<file path="src/hw/rtl/tlvol_pkg.sv">
// Shared types and constants for the TLV object locator.
// No dependencies; imported by every module of the block.
package tlvol_pkg;

	// Default geometry of the message walk
	localparam int COMMON_HEADER_BYTES_DEF = 8;
	localparam int OFFSET_BITS_DEF         = 16;

	// Fixed field widths of the request and result
	localparam int DATA_W     = 8;
	localparam int CLASS_W    = 8;
	localparam int INDEX_W    = 8;
	localparam int OBJ_OFFS_W = 16;
	localparam int OBJ_TYPE_W = 8;
	localparam int OBJ_LEN_W  = 16;
	localparam int OBJ_HDR_BYTES = 4;

	// Result codes
	typedef enum logic [1:0] {
		ST_FOUND     = 2'd0,
		ST_NO_MORE   = 2'd1,
		ST_MISSING   = 2'd2,
		ST_MALFORMED = 2'd3
	} status_t;

	// One input request: one message byte plus search key
	typedef struct packed {
		logic [DATA_W-1:0]  data;
		logic               last;
		logic [CLASS_W-1:0] want_class;
		logic [INDEX_W-1:0] want_index;
	} item_t;

	// One result
	typedef struct packed {
		status_t                 status;
		logic [OBJ_OFFS_W-1:0]   offset;
		logic [OBJ_TYPE_W-1:0]   obj_type;
		logic [OBJ_LEN_W-1:0]    length;
	} result_t;

endpackage

</file>
<file path="src/hw/rtl/tlvol_in_stage.sv">
// Input register of the locator: one request held for the walker.
// Depends on tlvol_pkg.
module tlvol_in_stage
	import tlvol_pkg::*;
(
	input  logic  clk,
	input  logic  arst_n,
	input  logic  in_valid,
	output logic  in_ready,
	input  item_t item_in,
	input  logic  go,
	output logic  valid_s1,
	output item_t item_s1
);

	// Free slot, or the held request leaves this cycle
	assign in_ready = !valid_s1 || go;

	// Control: valid flag
	always_ff @(posedge clk or negedge arst_n) begin
		if (!arst_n) begin
			valid_s1 <= 1'b0;
		end else if (in_valid && in_ready) begin
			valid_s1 <= 1'b1;
		end else if (go) begin
			valid_s1 <= 1'b0;
		end
	end

	// Payload: no reset needed
	always_ff @(posedge clk) begin
		if (in_valid && in_ready) begin
			item_s1 <= item_in;
		end
	end

endmodule

</file>
<file path="src/hw/rtl/tlvol_walker.sv">
// Message walker: byte position, object boundary tracking, header capture,
// class match counting and result decision. Depends on tlvol_pkg.
module tlvol_walker
	import tlvol_pkg::*;
#(
	parameter int COMMON_HEADER_BYTES = COMMON_HEADER_BYTES_DEF,
	parameter int OFFSET_BITS         = OFFSET_BITS_DEF
)
(
	input  logic    clk,
	input  logic    arst_n,
	input  logic    fire,
	input  item_t   item,
	output logic    produce,
	output result_t res
);

	localparam int W  = OFFSET_BITS;
	localparam int SW = ((OFFSET_BITS > OBJ_LEN_W) ? OFFSET_BITS : OBJ_LEN_W) + 1;
	localparam logic [W-1:0] POS_LIMIT = {W{1'b1}};
	localparam logic [W-1:0] NB_RESET  = W'(COMMON_HEADER_BYTES);

	// Walk state
	logic [W-1:0]         pos_q;
	logic [W-1:0]         nb_q;
	logic [23:0]          gather_q;
	logic [INDEX_W-1:0]   ms_q;
	logic [CLASS_W-1:0]   class_q;
	logic [INDEX_W-1:0]   index_q;
	logic                 ans_q;
	logic                 emnf_q;

	// Next-state values
	logic [W-1:0]         nb_n;
	logic [23:0]          gather_n;
	logic [INDEX_W-1:0]   ms_n;
	logic                 ans_n;
	logic                 emnf_n;

	// Decode helpers
	logic [CLASS_W-1:0]   cls_eff;
	logic [INDEX_W-1:0]   idx_raw;
	logic [INDEX_W-1:0]   idx_eff;
	logic [W-1:0]         diff;
	logic                 in_win;
	logic                 hdr_done;
	logic [OBJ_LEN_W-1:0] hdr_len;
	logic [CLASS_W-1:0]   hdr_cls;
	logic                 match;
	logic [SW-1:0]        nb_sum;
	logic [W+OBJ_OFFS_W-1:0] nb_ext;
	logic [W:0]           pos_inc;

	// Key of this message: fresh on its first byte, latched afterwards
	assign cls_eff = (pos_q == '0) ? item.want_class : class_q;
	assign idx_raw = (pos_q == '0) ? item.want_index : index_q;
	assign idx_eff = (idx_raw == '0) ? INDEX_W'(1) : idx_raw;

	// Object header window: four bytes starting at the boundary
	assign diff     = pos_q - nb_q;
	assign in_win   = (pos_q >= nb_q) && (diff[W-1:2] == '0);
	assign hdr_done = in_win && (diff[1:0] == 2'd3);
	assign hdr_len  = gather_q[23:8];
	assign hdr_cls  = gather_q[7:0];
	assign match    = (hdr_cls == cls_eff);
	assign nb_sum   = SW'(nb_q) + SW'(hdr_len);
	assign nb_ext   = {{OBJ_OFFS_W{1'b0}}, nb_q};
	assign pos_inc  = {1'b0, pos_q} + (W+1)'(1);

	// Decision for the current byte
	always_comb begin
		nb_n     = nb_q;
		gather_n = gather_q;
		ms_n     = ms_q;
		ans_n    = ans_q;
		emnf_n   = emnf_q;
		produce  = 1'b0;
		res      = '{status: ST_MISSING, offset: '0, obj_type: '0, length: '0};
		if (!ans_q) begin
			if (pos_q == POS_LIMIT) begin
				res.status = ST_MALFORMED;
				produce    = 1'b1;
				ans_n      = 1'b1;
			end else if (in_win) begin
				gather_n = {gather_q[15:0], item.data};
				if (hdr_done) begin
					if (match && (({1'b0, ms_q} + (INDEX_W+1)'(1)) == {1'b0, idx_eff})) begin
						res.status   = ST_FOUND;
						res.offset   = nb_ext[OBJ_OFFS_W-1:0];
						res.obj_type = item.data;
						res.length   = hdr_len;
						produce      = 1'b1;
						ans_n        = 1'b1;
					end else if (!match && (hdr_len < OBJ_LEN_W'(OBJ_HDR_BYTES))) begin
						res.status = ST_MALFORMED;
						produce    = 1'b1;
						ans_n      = 1'b1;
					end else begin
						if (match) begin
							ms_n = ms_q + INDEX_W'(1);
						end
						// Boundary past the position range saturates
						if (nb_sum > SW'(POS_LIMIT)) begin
							nb_n   = POS_LIMIT;
							emnf_n = 1'b0;
						end else begin
							nb_n   = nb_sum[W-1:0];
							emnf_n = match;
						end
					end
				end
			end
			// Message end without an answer
			if (item.last && !ans_n) begin
				if ((pos_inc == {1'b0, nb_n}) && emnf_n) begin
					res.status = ST_NO_MORE;
				end else begin
					res.status = ST_MISSING;
				end
				produce = 1'b1;
				ans_n   = 1'b1;
			end
		end
	end

	// State update per accepted byte; end of message restarts the walk
	always_ff @(posedge clk or negedge arst_n) begin
		if (!arst_n) begin
			pos_q    <= '0;
			nb_q     <= NB_RESET;
			gather_q <= '0;
			ms_q     <= '0;
			class_q  <= '0;
			index_q  <= INDEX_W'(1);
			ans_q    <= 1'b0;
			emnf_q   <= 1'b1;
		end else if (fire) begin
			if (pos_q == '0) begin
				class_q <= item.want_class;
				index_q <= idx_eff;
			end
			if (item.last) begin
				pos_q    <= '0;
				nb_q     <= NB_RESET;
				gather_q <= '0;
				ms_q     <= '0;
				ans_q    <= 1'b0;
				emnf_q   <= 1'b1;
			end else begin
				if (pos_q != POS_LIMIT) begin
					pos_q <= pos_inc[W-1:0];
				end
				nb_q     <= nb_n;
				gather_q <= gather_n;
				ms_q     <= ms_n;
				ans_q    <= ans_n;
				emnf_q   <= emnf_n;
			end
		end
	end

endmodule

</file>
<file path="src/hw/rtl/tlvol_result_reg.sv">
// Output register holding one result until taken.
// Depends on tlvol_pkg.
module tlvol_result_reg
	import tlvol_pkg::*;
(
	input  logic    clk,
	input  logic    arst_n,
	input  logic    load,
	input  result_t res_in,
	input  logic    out_ready,
	output logic    out_valid,
	output result_t res_q,
	output logic    go
);

	// Stage may advance when the slot is free or being emptied
	assign go = !out_valid || out_ready;

	// Control: valid flag
	always_ff @(posedge clk or negedge arst_n) begin
		if (!arst_n) begin
			out_valid <= 1'b0;
		end else if (load) begin
			out_valid <= 1'b1;
		end else if (out_ready) begin
			out_valid <= 1'b0;
		end
	end

	// Payload
	always_ff @(posedge clk) begin
		if (load) begin
			res_q <= res_in;
		end
	end

endmodule

</file>
<file path="src/hw/rtl/tlv_object_locator_core.sv">
// TLV object locator: input register -> walker -> output register.
// The deciding byte is held in the input register; the walker's result is
// registered in the output register. One byte per cycle while the result side
// is ready; a held result stalls the input register and the walker.
// Reset (arst_n low, asynchronous): walk restarts at position 0, key 0/1,
// no result pending. Depends on tlvol_pkg and the tlvol_* submodules.
module tlv_object_locator_core
	import tlvol_pkg::*;
#(
	parameter int COMMON_HEADER_BYTES = COMMON_HEADER_BYTES_DEF,
	parameter int OFFSET_BITS         = OFFSET_BITS_DEF
)
(
	input  logic                  clk,
	input  logic                  arst_n,
	input  logic                  in_valid,
	output logic                  in_ready,
	input  logic [DATA_W-1:0]     data_byte,
	input  logic                  last_byte,
	input  logic [CLASS_W-1:0]    want_class,
	input  logic [INDEX_W-1:0]    want_index,
	output logic                  out_valid,
	input  logic                  out_ready,
	output logic [1:0]            status,
	output logic [OBJ_OFFS_W-1:0] object_offset,
	output logic [OBJ_TYPE_W-1:0] object_type,
	output logic [OBJ_LEN_W-1:0]  object_length
);

	item_t   item_in;
	item_t   item_s1;
	logic    valid_s1;
	logic    go;
	logic    fire;
	logic    produce;
	result_t res_new;
	result_t res_q;

	assign item_in = '{data: data_byte, last: last_byte,
		want_class: want_class, want_index: want_index};
	assign fire = valid_s1 && go;

	tlvol_in_stage u_in (
		.clk      (clk),
		.arst_n   (arst_n),
		.in_valid (in_valid),
		.in_ready (in_ready),
		.item_in  (item_in),
		.go       (go),
		.valid_s1 (valid_s1),
		.item_s1  (item_s1)
	);

	tlvol_walker #(
		.COMMON_HEADER_BYTES (COMMON_HEADER_BYTES),
		.OFFSET_BITS         (OFFSET_BITS)
	) u_walk (
		.clk     (clk),
		.arst_n  (arst_n),
		.fire    (fire),
		.item    (item_s1),
		.produce (produce),
		.res     (res_new)
	);

	tlvol_result_reg u_out (
		.clk       (clk),
		.arst_n    (arst_n),
		.load      (fire && produce),
		.res_in    (res_new),
		.out_ready (out_ready),
		.out_valid (out_valid),
		.res_q     (res_q),
		.go        (go)
	);

	assign status        = res_q.status;
	assign object_offset = res_q.offset;
	assign object_type   = res_q.obj_type;
	assign object_length = res_q.length;

endmodule

</file>
<file path="config.mk">
export PLATFORM = sky130hd
export DESIGN_NAME = tlv_object_locator_core
export DESIGN_NICKNAME = d
export VERILOG_FILES = /design/src/hw/rtl/tlvol_pkg.sv /design/src/hw/rtl/tlvol_in_stage.sv /design/src/hw/rtl/tlvol_walker.sv /design/src/hw/rtl/tlvol_result_reg.sv /design/src/hw/rtl/tlv_object_locator_core.sv
export SDC_FILE = /design/constraint.sdc
export NUM_CORES = 1
export LEC_CHECK = 0
export BUFFER_PORTS_ARGS = -buffer_cell sky130_fd_sc_hd__buf_2
export CAP_MARGIN = 20
export CORE_MARGIN = 4
export CORE_UTILIZATION = 45
export DETAILED_ROUTE_END_ITERATION = 7
export GPL_TIMING_DRIVEN = 1
export PLACE_DENSITY = 0.7
export SLEW_MARGIN = 10
export SYNTH_ARGS = -nofsm -noshare
export SYNTH_HDL_FRONTEND = slang
export SYNTH_SLANG_ARGS = --single-unit
</file>
<file path="constraint.sdc">
create_clock -name clk -period 12.6 [get_ports clk]
set_input_delay 0.63 -clock clk [delete_from_list [all_inputs] [get_ports clk]]
set_output_delay 0.63 -clock clk [all_outputs]
set_load 0.02 [all_outputs]
</file>
-- Word-level counts from Yosys, hierarchy flattened
Cells that the tools add are included.
- register bits: 151
- word-level logic and storage cells: 127
- input bits: 29
- output and inout port bits: 44
- mux-type cells: 58
- reduce and logical (&&, ||, !) cells: 30
- bitwise gates (word level): 3
- $add $sub $neg: 5
- equal/unequal tests: 10
- order comparisons: 3
- operator list (cell ; count):
    2-to-1 mux 16 bit ; 11
    2-to-1 mux 24 bit ; 4
    2-to-1 mux 8 bit ; 11
    2-to-1 mux 42 bit ; 2
    2-to-1 mux 40 bit ; 1
    2-to-1 mux 1 bit ; 25
    adder 16 x 1 -> 17 bit, second input constant ; 1
    adder 16 x 16 -> 17 bit ; 1
    equality test 17 x 16 -> 1 bit ; 1
    greater-than comparator 17 x 16 -> 1 bit, second input constant ; 1
    equality test 16 bit, second input constant ; 1
    greater-or-equal comparator 16 bit ; 1
    zero test 16 bit ; 1
    less-than comparator 16 x 3 -> 1 bit, second input constant ; 1
    != test 16 bit, second input constant ; 1
    subtractor 16 bit ; 1
    zero test 14 bit ; 1
    nonzero test 2 bit ; 6
    adder 8 x 1 -> 9 bit, second input constant ; 1
    equality test 9 x 8 -> 1 bit ; 1
    logical AND 1 bit ; 9
    adder 8 x 1 -> 8 bit, second input constant ; 1
    equality test 8 bit ; 1
    zero test 8 bit ; 1
    10 further kinds ; 24

-- Longest topological paths before layout
- depth in word-level cells: 17
- depth in mapped cells: 16
- depth with buffers taken out: 15

-- By module
From an unflattened synthesis, not the netlist that was laid out.
- cell total of the unflattened synthesis: 886
- area total of the unflattened synthesis: 9021.2 µm²
- modules (own cells, without submodules) (module ; seq. area each (µm²) ; cells each ; instances ; area each (µm²)):
    tlvol_walker ; 2055.7 ; 810 ; 1 ; 6895.4
    tlvol_result_reg ; 1286.2 ; 45 ; 1 ; 1308.8
    tlvol_in_stage ; 775.7 ; 29 ; 1 ; 804.5
    tlv_object_locator_core ; 0.0 ; 2 ; 1 ; 12.5

-- Least setup slack after synthesis
Ideal clock, no wire load.
- path type: register -> register
- start point: register u_walk.pos_q[0]
- end point: register u_out.res_q[0] (netlist name)
- setup time: 0.441 ns
- setup slack: 7.195 ns
- stages on the path, launching flop included: 14
- arrival time: 4.964 ns
- data required time: 12.159 ns
- clock period less this slack: 5.405 ns
- path through: dfrtp_1 -> inv_1 -> ha_1 -> nor4b_1 -> and4_1 -> buf_4 -> nor4_1 -> a22oi_1 -> a211o_1 -> or4_1 -> a211o_1 -> a21oi_1 -> a21oi_1 -> nor2_1
- longest elaborated chain between the ends: 16
- elaborated cells on any way between the ends: 28
- classes of those cells: add/sub (1); order compare (1); eq/ne (4); mux (11); reduce/logical (11)
- ends and longest elaborated chain (what ; line ; source):
    start, declared ; tlvol_walker.sv:24 ; logic [W-1:0] pos_q;
    start signal, assigned ; tlvol_walker.sv:151 ; pos_q <= pos_inc[W-1:0];
    zero test 16 bit ; tlvol_walker.sv:55, tlvol_walker.sv:56 ;
    2-to-1 mux 8 bit, on equally long branches ; tlvol_walker.sv:56, tlvol_walker.sv:55 ;
    zero test 8 bit / equality test 8 bit (equally long branches) ; tlvol_walker.sv:57, tlvol_walker.sv:65 ;
    2-to-1 mux 8 bit / zero test 1 bit (equally long branches) ; tlvol_walker.sv:57, tlvol_walker.sv:94 ;
    equality test 9 x 8 -> 1 bit / logical AND 1 bit (equally long branches) ; tlvol_walker.sv:87, tlvol_walker.sv:94 ;
    logical AND 1 bit / 2-to-1 mux 1 bit (equally long branches) ; tlvol_walker.sv:87, tlvol_walker.sv:94 ;
    2-to-1 mux 1 bit ; tlvol_walker.sv:87 ; if (match && (({1'b0, ms_q} + (INDEX_W+1)'(1)) == {1'b0, idx_eff})) begin
    2-to-1 mux 1 bit ; tlvol_walker.sv:86 ; if (hdr_done) begin
    2-to-1 mux 1 bit ; tlvol_walker.sv:84 ; end else if (in_win) begin
    2-to-1 mux 1 bit * ; tlvol_walker.sv:80 ; if (pos_q == POS_LIMIT) begin
    2-to-1 mux 1 bit ; tlvol_walker.sv:79 ; if (!ans_q) begin
    zero test 1 bit ; tlvol_walker.sv:114 ; if (item.last && !ans_n) begin
    logical AND 1 bit ; tlvol_walker.sv:114 ;
    2-to-1 mux 1 bit * ; tlvol_walker.sv:114 ;
    2-to-1 mux 1 bit * ; tlvol_walker.sv:79 ;
    logical AND 1 bit * ; tlv_object_locator_core.sv:69 ; .load (fire && produce),
    named net u_out.load ; tlvol_result_reg.sv:8 ; input logic load,
The timed path passes the listed nets; every way through them passes the cells marked *. The select of a mux whose other input is x is not followed.
A chain may end at the register's enable or synchronous reset.

-- Final worst setup path
- start point: register u_walk.pos_q[0]
- end point: register u_walk.ms_q[7]
- longest elaborated chain between the ends: 8
- elaborated cells on any way between the ends: 24
- classes of those cells: add/sub (1); order compare (1); eq/ne (7); mux (3); reduce/logical (12)
- ends and longest elaborated chain (what ; line ; source):
    branches (longest 7 deep; another with subtractor 16 bit) ; -- ;
    AND reduction 8 bit (no line) * ; -- ;
    end signal, assigned ; tlvol_walker.sv:155 ; ms_q <= ms_n;
    end, declared ; tlvol_walker.sv:27 ; logic [INDEX_W-1:0] ms_q;
Mark *: on every way between the ends.

==> results.md <==
- FFs w/ async S/R, synth: 0.556
- Setup WS pre-CTS: 7550 ps
- Crit path from: u_walk.pos_q[0]
- Met3 WL: 1.53 mm
- Tot GR Track Use: 0.215
- Reg-to-Reg Start: u_walk.pos_q[0]
- Post-DRT Antenna Nets: 0
- Final hold vios: 0
- # fillers: 1794
- Switching share of power: 0.295
- Sequential fraction of the synthesis area: 0.460
- Final Critical Period: 5210 ps
- CTS Hold Bufs: 0
- Vias per cell: 5.84
- Final setup fails: 0
- CP Data Required Time: 12950 ps
- Clock root cell: clkbuf_16
- Comb pwr share: 0.191
- Routed Wire Length: 23.3 mm
- RR Endpoint: u_walk.ms_q[7]
- Layout cells sized above 1: 0.124
- Worst Setup EP: u_walk.ms_q[7]
- Die footprint: 22200 um2
- DR DRC count: 0
- CP endpoint kind: flop
- Clock Tree Buf Depth: 2
- Initial antenna violation count: 0
- Die H: 149 um
- Top FF cell, synth: dfrtp_1
- Clock Power Share: 0.368
- Achievable Freq: 192 MHz
- Crit-path most repeated cell: inv_1
- Post-CTS Resized: 0
- Area Overhead vs Synth: 13.4%
- Synthesis-stage register bit count: 151
- FF-to-FF setup slack: 7390 ps
- Unrepaired setup endpoints after global routing: false
- Post-synth EDFFs: 67
- H-tree depth: 4
- Top cell type's share of synthesized area: 0.227
- Post-Syn Area: 8940 um2
- Cell taking the most area after synthesis: dfrtp_1
- DRT iter0 DRCs: 704
- Worst setup SP type: flop
- Max_slew headroom: 0.349
- TritonCTS clock tree: yes
- Worst Hold Class: primary input to async pin
- Vias in the first global route: 6889
- Worst-Skew Late Latency: 430 ps
- Highest layer used for signal routing: met4
- Ys Warns: 0
- Sequential share of power: 0.442
- Leakage power: 4.29 nW
- Power Density: 135 nW/um2
- Critical path cell sequence: inv_1 -> ha_1 -> fa_1 -> nor2b_1 -> o31ai_1 -> a21oi_1 -> nor2_1 -> a2111oi_0 -> o2111ai_1 -> nor4b_4 -> nand3_2 -> or2_1 -> inv_1 -> nand2_1 -> o21ai_0
- WP data arrival: 5560 ps
- Top cells by area, synth: dfrtp_1, edfxtp_1, ha_1
- Worst Max-Slew Pin Slew: 970 ps
- Cells after Synth: 914
- Status: complete, no violations
- ANT cells: 0
- Site Rows: 51
- Num ports: 73
- Largest net degree at the start of global routing: 59
- TritonCTS Buffers: 17
- Postcts setup bufs: 0
- Netlist cell types: 74
- M1 WL: 10.7 mm
- RD Place Congestion: 0.910
- Clock sink count: 151
- Mapped Nets: 980
- Worst Path Max Fanout: 16
- Crit path max-delay cell type: nor4b_4
- Metal2 WL: 10.5 mm
- R2R depth: 15
- Setup TNS Final: 0 ps
- Core area: 19500 um2
- First-pass GRT wire length: 37.5 mm
- CP peak stage delay: 900 ps
- Starting Density: 0.458
- CTS clk-pin slew, worst paths: 70 ps
- GR Overflow Total: 0
- Dpl hpwl: 17.1 mm
- Vias: 7323
- Buffers added on ports: 72
- Worst Clk Skew: 10.3 ps
- Nets: 1041
- DR WL/cell: 18.6 um
- VDD IR-drop max: 0.0996 mV
- Sw Pwr: 0.000405 W
- Die width: 149 um
- Power Internal: 0.000967 W
- Tcrit/Tclk final: 0.413
- First-pass iteration count of the detailed router: 5
- Mean post-synth cell area: 9.79 um2
- Max-Cap Viols: 0
- Max Slew Vio Count: 0
- Worst Setup Path Type: flop to flop
- Final worst slack: 7390 ps
## synth_stat cells, types with 4 or more instances
master / instances
xnor2_1: 45
o31ai_1: 7
nand4_1: 14
nand2_1: 108
and2_1: 47
o211ai_1: 5
clkbuf_1: 22
o22ai_1: 6
o31a_1: 4
o21ai_1: 7
xor2_1: 21
ha_1: 35
a211oi_1: 7
nor4b_1: 7
nor2b_1: 7
or3_1: 4
o21a_1: 11
mux2i_1: 17
nor4_1: 11
and3_1: 12
nor2_1: 63
nand3_1: 26
dfrtp_1: 81
edfxtp_1: 67
a21oi_1: 37
nor3_1: 17
nand2b_1: 16
buf_2: 12
a22o_1: 26
nand3b_1: 4
inv_1: 32
a32o_1: 4
o21ai_0: 60
a21o_1: 8
## power by group through the flow
stage	Sequential, W	Clock, W	Combinational [W]
after global placement	0.000614	0	0.000252
final	0.000606	0.000504	0.000261
after floorplan	0.000615	0	0.000182
after global routing	0.000611	0.000534	0.000291
after detailed placement	0.000615	0	0.000258
after CTS	0.000606	0.000509	0.000261
## worst min path at each step
stage                      start                end  slack [ps]
6_report                  arst_n    u_walk.pos_q[8]         100
5_1_grt                   arst_n    u_walk.pos_q[8]         120
4_1_cts                   arst_n    u_walk.pos_q[8]         100
3_5_place_dp   u_walk.class_q[0]  u_walk.class_q[0]         460
3_3_place_gp   u_walk.class_q[0]  u_walk.class_q[0]         450
2_1_floorplan             arst_n      u_in.valid_s1         330
## stage by stage
stage                     cell area (um2)   util  power (W)  cells  hold WS, ps
after floorplan                      8940      -   0.000796    914          334
after global placement               9500  0.487   0.000866   1217          448
after detailed placement             9550  0.489   0.000874   1220          456
after CTS                           10100  0.519    0.00138   1252          105
after global routing                10100  0.519    0.00144   1253          120
final                               10100  0.519    0.00137   1253         98.4
## sequential cells by signal, summed over array words and instances (netlist names)
register         count
u_walk.pos_q        16
u_walk.ms_q          8
u_out.res_q         42
u_walk.nb_q         16
u_in.valid_s1        1
u_walk.index_q       8
u_walk.gather_q     24
u_in.item_s1        25
u_out.out_valid      1
u_walk.class_q       8
u_walk.emnf_q        1
u_walk.ans_q         1
## placed cells by master (no fill, tap or decap), types with 4 or more instances in the layout
| cell type | synthesis | layout |
|---|---|---|
| a22o_1 | 26 | 26 |
| a21oi_1 | 37 | 37 |
| buf_4 | 1 | 4 |
| inv_1 | 32 | 32 |
| nor3_1 | 17 | 17 |
| xor2_1 | 21 | 21 |
| ha_1 | 35 | 35 |
| o21ai_0 | 60 | 60 |
| o21a_1 | 11 | 11 |
| o22ai_1 | 6 | 6 |
| mux2i_1 | 17 | 17 |
| o21ai_1 | 7 | 7 |
| o31a_1 | 4 | 4 |
| xnor2_1 | 45 | 45 |
| nand4_1 | 14 | 14 |
| nand3_1 | 26 | 26 |
| o31ai_1 | 7 | 7 |
| nand3b_1 | 4 | 4 |
| a32o_1 | 4 | 4 |
| nor4b_1 | 7 | 7 |
| nor4_1 | 11 | 11 |
| or3_1 | 4 | 4 |
| a211oi_1 | 7 | 7 |
| clkbuf_16 | 0 | 17 |
| buf_2 | 12 | 71 |
| and3_1 | 12 | 12 |
| edfxtp_1 | 67 | 67 |
| dfrtp_1 | 81 | 81 |
| nor2b_1 | 7 | 7 |
| nand2_1 | 108 | 108 |
| nor2_1 | 63 | 62 |
| a21o_1 | 8 | 8 |
| o211ai_1 | 5 | 5 |
| nand2b_1 | 16 | 16 |
| and2_1 | 47 | 47 |
## cell type report
type / instances / area [um2] / area share
Timing Repair Buffer: 79 / 447 / 0.0441
Clock buffer: 21 / 450 / 0.0444
Sequential cell: 151 / 4120 / 0.406
Clock inverter: 11 / 125 / 0.0123
Tap cell: 265 / 332 / 0.0327
Multi-Input combinational cell: 694 / 4550 / 0.449
Inverter: 32 / 120 / 0.0118
## critical path, delay by kind of cell (launching register included)
kind / cells / cell delay (ps)
adder cells (fa/ha/maj): 2 / 620
AND/OR/NAND/NOR: 6 / 2130
flip-flops: 1 / 460
AO/OA/AOI/OAI: 5 / 1620
buffers and inverters: 2 / 290
## layer usage
layer  up-vias  GRT usage
met5         -          0
met4         0     0.0760
met3        47     0.0416
met2       267      0.333
met1      3555      0.304
li1       3454          -
## logic make-up (layout without fill, tap and decap cells)
| kind of cell | Yosys count | in the layout | synth area share |
|---|---|---|---|
| muxes | 18 | 18 | 0.0203 |
| buffers and inverters | 69 | 143 | 0.0320 |
| xor gates and xnor gates | 66 | 66 | 0.0646 |
| DFF | 151 | 151 | 0.460 |
| AOI/OAI and AO/OA | 222 | 222 | 0.169 |
| and+or+nand+nor | 351 | 351 | 0.200 |
| adders and majority gates | 37 | 37 | 0.0534 |
Note: power is estimated with default switching activity, not from simulation.
